$ cat config.mk
export PLATFORM = sky130hd
export DESIGN_NAME = blz_ctrl
export DESIGN_NICKNAME = d
export VERILOG_FILES = /design/src/rtl/blz_pkg.sv /design/src/rtl/blz_ctrl.sv
export SDC_FILE = /design/constraint.sdc
export NUM_CORES = 1
export LEC_CHECK = 0
export BUFFER_PORTS_ARGS = -buffer_cell sky130_fd_sc_hd__buf_2
export CAP_MARGIN = 10
export CORE_UTILIZATION = 40
export DETAILED_ROUTE_END_ITERATION = 7
export GPL_ROUTABILITY_DRIVEN = 1
export HOLD_SLACK_MARGIN = 0.06
export PLACE_DENSITY = 0.74
export SLEW_MARGIN = 20
export SYNTH_ARGS = -nofsm -noshare
export SYNTH_HDL_FRONTEND = slang
export SYNTH_SLANG_ARGS = --single-unit
$ cat constraint.sdc
create_clock -name clk -period 1.9 [get_ports clk]
set_input_delay 0 -clock clk [delete_from_list [all_inputs] [get_ports clk]]
set_output_delay 0 -clock clk [all_outputs]
set_load 0.03 [all_outputs]
$ cat src/rtl/blz_pkg.sv
// ----------------------------------------------------------------------------
// blz_pkg
// Shared types, constants and controller/datapath links for the backward LZ
// bitstream decoder.
// ----------------------------------------------------------------------------
`default_nettype none

package blz_pkg;

  localparam int unsigned WindowDepthDefault = 32768;
  localparam int unsigned BufferBitsDefault  = 32;

  localparam int unsigned LenW = 24;
  localparam int unsigned OffW = 15;
  localparam logic [LenW-1:0] RunMax = {LenW{1'b1}};

  // transaction modes
  localparam logic [1:0] MODE_PUSH   = 2'd0;
  localparam logic [1:0] MODE_PULL   = 2'd1;
  localparam logic [1:0] MODE_START  = 2'd2;
  localparam logic [1:0] MODE_UNUSED = 2'd3;

  // result codes
  localparam logic [2:0] ST_OK     = 3'd0;
  localparam logic [2:0] ST_FULL   = 3'd1;
  localparam logic [2:0] ST_BYTE   = 3'd2;
  localparam logic [2:0] ST_NEED   = 3'd3;
  localparam logic [2:0] ST_DONE   = 3'd4;
  localparam logic [2:0] ST_BADOFF = 3'd5;

  // register indexes
  localparam logic [2:0] REG_OW0  = 3'd0;
  localparam logic [2:0] REG_OW1  = 3'd1;
  localparam logic [2:0] REG_OW2  = 3'd2;
  localparam logic [2:0] REG_OW3  = 3'd3;
  localparam logic [2:0] REG_OLEN = 3'd4;
  localparam logic [2:0] REG_SKIP = 3'd5;

  // decode phases
  localparam logic [3:0] PH_SKIP     = 4'd0;
  localparam logic [3:0] PH_FLAG     = 4'd1;
  localparam logic [3:0] PH_LITLEN   = 4'd2;
  localparam logic [3:0] PH_LITBYTE  = 4'd3;
  localparam logic [3:0] PH_COPYSEL  = 4'd4;
  localparam logic [3:0] PH_COPYESC  = 4'd5;
  localparam logic [3:0] PH_COPYOFF  = 4'd6;
  localparam logic [3:0] PH_COPYOFF7 = 4'd7;
  localparam logic [3:0] PH_COPYLEN  = 4'd8;
  localparam logic [3:0] PH_COPYBYTE = 4'd9;
  localparam logic [3:0] PH_DONE     = 4'd10;
  localparam logic [3:0] PH_ERROR    = 4'd11;

  typedef struct packed {
    logic [1:0] mode;
    logic [7:0] in_byte;
  } in_item_t;

  typedef struct packed {
    logic [2:0] status;
    logic [7:0] out_byte;
    logic       is_last;
  } out_item_t;

  // controller -> datapath
  typedef struct packed {
    logic       push;      // append in_byte to bit buffer
    logic       start;     // clear stream state
    logic       step;      // execute one decode step of current phase
    logic       hist_rd;   // issue history read for copy byte
    logic       emit_copy; // emit registered history byte
    logic       finish;    // park the stream in the finished phase
  } dp_cmd_t;

  // datapath -> controller
  typedef struct packed {
    logic       full;
    logic [3:0] phase;
    logic       done;       // produced >= output_length
    logic       short_bits; // current phase lacks bits
    logic       bad_off;    // copy offset out of range
  } dp_stat_t;

endpackage

`default_nettype wire

$ cat src/rtl/blz_ctrl.sv
// ----------------------------------------------------------------------------
// blz_ctrl
// Transaction sequencer: walks decode steps for a pull until a result is
// known, then holds it in the output register.
// ----------------------------------------------------------------------------
`default_nettype none

module blz_ctrl
  import blz_pkg::*;
(
  input  wire logic      clk,
  input  wire logic      rst,
  input  wire logic      in_valid,
  output logic           in_ready,
  input  wire logic [1:0] mode,
  output logic           out_valid,
  input  wire logic      out_ready,
  output out_item_t      out_item,
  output dp_cmd_t        cmd,
  input  wire dp_stat_t  stat,
  input  wire logic [7:0] emit_byte,
  input  wire logic      emit_last
);

  localparam logic [1:0] S_IDLE = 2'd0;
  localparam logic [1:0] S_RUN  = 2'd1;
  localparam logic [1:0] S_READ = 2'd2;
  localparam logic [1:0] S_COPY = 2'd3;

  logic [1:0] state, state_next;
  out_item_t  res_next;
  logic       res_load;

  logic take;
  assign in_ready = (state == S_IDLE) && !out_valid;
  assign take     = in_valid && in_ready;

  always_comb begin
    state_next = state;
    cmd        = '0;
    res_next   = '0;
    res_load   = 1'b0;
    unique case (state)
      S_IDLE: begin
        if (take) begin
          unique case (mode)
            MODE_PUSH: begin
              res_load = 1'b1;
              if (stat.full) res_next.status = ST_FULL;
              else cmd.push = 1'b1;
            end
            MODE_PULL: state_next = S_RUN;
            MODE_START: begin
              cmd.start = 1'b1;
              res_load  = 1'b1;
            end
            default: res_load = 1'b1;
          endcase
        end
      end
      S_RUN: begin
        if (stat.phase == PH_ERROR) begin
          res_next.status = ST_BADOFF;
          res_load = 1'b1;
        end else if (stat.phase == PH_DONE || stat.done) begin
          cmd.finish = 1'b1;
          res_next.status = ST_DONE;
          res_load = 1'b1;
        end else if (stat.phase == PH_COPYBYTE) begin
          if (stat.bad_off) begin
            cmd.step = 1'b1;  // moves to error
            res_next.status = ST_BADOFF;
            res_load = 1'b1;
          end else begin
            cmd.hist_rd = 1'b1;
            state_next  = S_READ;
          end
        end else if (stat.short_bits) begin
          res_next.status = ST_NEED;
          res_load = 1'b1;
        end else begin
          cmd.step = 1'b1;
          if (stat.phase == PH_LITBYTE) begin
            res_next.status   = ST_BYTE;
            res_next.out_byte = emit_byte;
            res_next.is_last  = emit_last;
            res_load = 1'b1;
          end
        end
        if (res_load) state_next = S_IDLE;
      end
      S_READ: state_next = S_COPY;
      S_COPY: begin
        cmd.emit_copy     = 1'b1;
        res_next.status   = ST_BYTE;
        res_next.out_byte = emit_byte;
        res_next.is_last  = emit_last;
        res_load          = 1'b1;
        state_next        = S_IDLE;
      end
      default: state_next = S_IDLE;
    endcase
  end

  always_ff @(posedge clk) begin
    if (rst) begin
      state     <= S_IDLE;
      out_valid <= 1'b0;
    end else begin
      state <= state_next;
      if (res_load) out_valid <= 1'b1;
      else if (out_ready) out_valid <= 1'b0;
    end
  end

  always_ff @(posedge clk) begin
    if (res_load) out_item <= res_next;
  end

endmodule

`default_nettype wire

==> key figures <==
Pwr
  – Sw frac: 31.8%
  – Peak supply drop: 0.347 mV
  – Total power: 0.000804 W
  – Pwr Density: around 630 mW/mm^2
  – Static leakage: about 0.60 nW
  – Logic pwr share: 27.3%
  – Internal Power: around 0.00055 W
  – Clock power share: a little under a quarter
  – Switching Power: around 0.00026 W
  – Reg power frac: 49.0%

Synthesis
  – Mapped Nets: 106
  – Synth top area share: 41.5%
  – Mapped Cells: 83
  – Dominant cells by area after synthesis: edfxtp_1, dfxtp_1, and2_1
  – Leading area contributor after synthesis: edfxtp_1
  – Syn Std Cell Area: 868 sq um
  – Post-synthesis sequential area ratio: 48.4%
  – Yosys synthesis warning count: 0
  – #FFs+latches synth: 15
  – Synth unique cells: 30
  – Avg Cell Area, Syn: 10.5 sq um

Min path
  – Worst Hold Launch: out_ready
  – Hold EP: out_valid
  – Worst Hold Class: primary input to flop
  – Hold Crit Depth: 3

Worst setup path
  – Critical path peak fanout: 7
  – Type of the worst setup path: flop to primary output
  – Startpoint Class: flop
  – Critical Path AT: around 1.7 ns
  – Reg2reg setup slack: 0.27 ns
  – R2R Path Start: state[0]
  – Critical path required time: 1.90 ns
  – Worst Setup SP: state[0]
  – R2R depth: 4
  – Crit end category: primary output
  – Reg2reg end: out_item[1]

Clocking
  – Clk_lat worst skew: 0.29 ns
  – CTS tree: done
  – Clock Tree Root: clkbuf_4
  – Setup Fix Bufs, Post-CTS: 0
  – Clock transition at path regs: 0.09 ns
  – Clk buf depth: 2
  – CTS H-tree depth: 1
  – Clock buffer count from CTS: 3
  – Clock sinks: 15

Timing
  – Max Slew Vio Count: 0
  – Hold Fails Final Rpt: 0
  – # setup viols final: 0
  – RSZ-0062 raised after global routing: false
  – Fin crit period: 1.68 ns
  – Worst slew pin tran: between 0.4 and 0.5 ns
  – Skew final: 0.0111 ns
  – Tcrit/Tclk final: 88.2%
  – Setup TNS: 0 ns
  – Slew HR: 72.5%
  – Fmax: 596 MHz
  – Post-route setup slack: around 0.22 ns

GRT
  – Global Route Usage Sum: approximately 18%
  – Grt ovf: 0
  – Antenna violations before repair: 0
  – First-pass GRT wire length: between 3000 and 4000 um
  – Largest net degree at the start of global routing: 13
  – Vias in the first global route: 762

Place
  – Pre-CTS setup slack: 0.241 ns
  – Post-DP HPWL: ~1400 um
  – Placed cells: 152
  – GPL Wtd Cong: 0.715
  – Placed cell areas: 0.00112 sq mm
  – Port bufs: 42

Floorplanning
  – Die Height: around 49 um
  – # rows: 16
  – Die area: 0.00236 sq mm
  – I/O pin cnt: 43
  – Die width: ~50 um
  – Initial Util: 43.4%
  – Core ar.: 0.00200 sq mm

Layout
  – Commonest non-fill, non-tap cell in the layout: buf_2
  – Share of cells above drive strength 1: between 30% and 40%
  – Synth-to-Final Area Change: 46.4%
  – Most frequent cells in the layout: buf_2, edfxtp_1, dlygate4sd3_1, and2_1
  – Ant diodes: 0
  – Final cell count without fillers: 167
  – Nets: 164
  – Final Cell Area: 0.00127 sq mm

Routing
  – DR pass1 iterations: 5
  – WL/cell: around 12 um
  – Vias: 821
  – DRC: 0
  – Antenna-violating nets left: 0
  – Vias per cell: 4.92
  – Routed WL: about 2000 um
  – Initial DRC Count: 31

Job
  – Max cap viols: 0

Status
  – Outcome: complete, no violations
-- worst max path at each step --
stage | to | cells past startpoint
after floorplan | out_item[0] | 4
after global placement | out_item[1] | 4
after detailed placement | out_item[5] | 4
after CTS | cmd[5] | 4
after global routing | cmd[5] | 4
final | cmd[5] | 4
-- layout make-up --
| class | instances | area, sq um |
|---|---|---|
| flip-flops and latches | 15 | 420 |
| clock buffers | 3 | 22.5 |
| fillers | 182 | 731 |
| repair buffers | 54 | 328 |
| well taps | 27 | 33.8 |
| inverters | 5 | 18.8 |
| multi-input cells | 62 | 440 |
| clock inverters | 1 | 7.51 |
-- cell usage after synthesis --
cell / n
a22oi_1: 1
o211a_1: 1
nand2b_1: 3
a21o_1: 3
a31o_1: 1
and3b_1: 1
nand3_1: 1
inv_1: 5
nand3b_2: 1
or3_1: 2
a2bb2oi_1: 2
o41ai_4: 1
dfxtp_1: 3
clkbuf_1: 1
edfxtp_1: 12
nand3b_4: 1
a41oi_1: 1
nor3b_1: 1
a31oi_1: 1
a211oi_1: 2
nor2b_1: 4
nor4b_2: 1
nand3b_1: 2
nand2_1: 4
o21ai_0: 4
and2_1: 9
nand2b_2: 1
nor3_1: 2
a21oi_1: 6
nor2_1: 6
-- state kept, by name (all words and copies together), names as in the netlist, named ones only --
name / flops
out_valid: 1
out_item: 12
state: 1
-- power by group through the flow --
stage / Clock (W) / Combinational, W / Sequential, W
floorplan: 0 / 0.0000767 / 0.000451
global placement: 0 / 0.000196 / 0.000399
detailed placement: 0 / 0.000199 / 0.000400
CTS: 0.000184 / 0.000217 / 0.000393
global route: 0.000201 / 0.000236 / 0.000397
finish: 0.000190 / 0.000220 / 0.000394
-- metrics by stage --
| stage | hold WS (ns) | util (%) |
|---|---|---|
| floorplan | 0.0724 | - |
| global placement | 0.202 | 56.1 |
| detailed placement | 0.201 | 56.1 |
| CTS | 0.0886 | 63.1 |
| global route | 0.144 | 63.5 |
| finish | 0.0973 | 63.5 |
-- per-layer routing --
metal	wire, um	part of all wire (%)	GRT usage, %	vias to the layer above
met2	1020	50	32.2	25
met4	0	0	5.88	0
met1	939	46	23.5	376
li1	-	-	-	420
met3	65	3.2	1.26	0
met5	0	0	0	-
-- kinds of logic after synthesis --
family	Yosys count	synth area share (%)
compound gates	23	20.0
simple gates	39	29.0
buf+inv	6	2.59
flops	15	48.4
-- repair_timing --
item	4_1_cts	5_1_grt
resized for setup	0	1
hold endpoints to repair	13	0
setup endpoints to repair	0	1
hold buffers	11	0
-- worst max-delay path, cell delays in order, from the launching register on --
cell,delay [ns]
dfxtp_1,0.41
nor4b_4,0.38
nor3b_1,0.27
nor2b_1,0.15
buf_2,0.20
(Power assumes the default switching activity.)
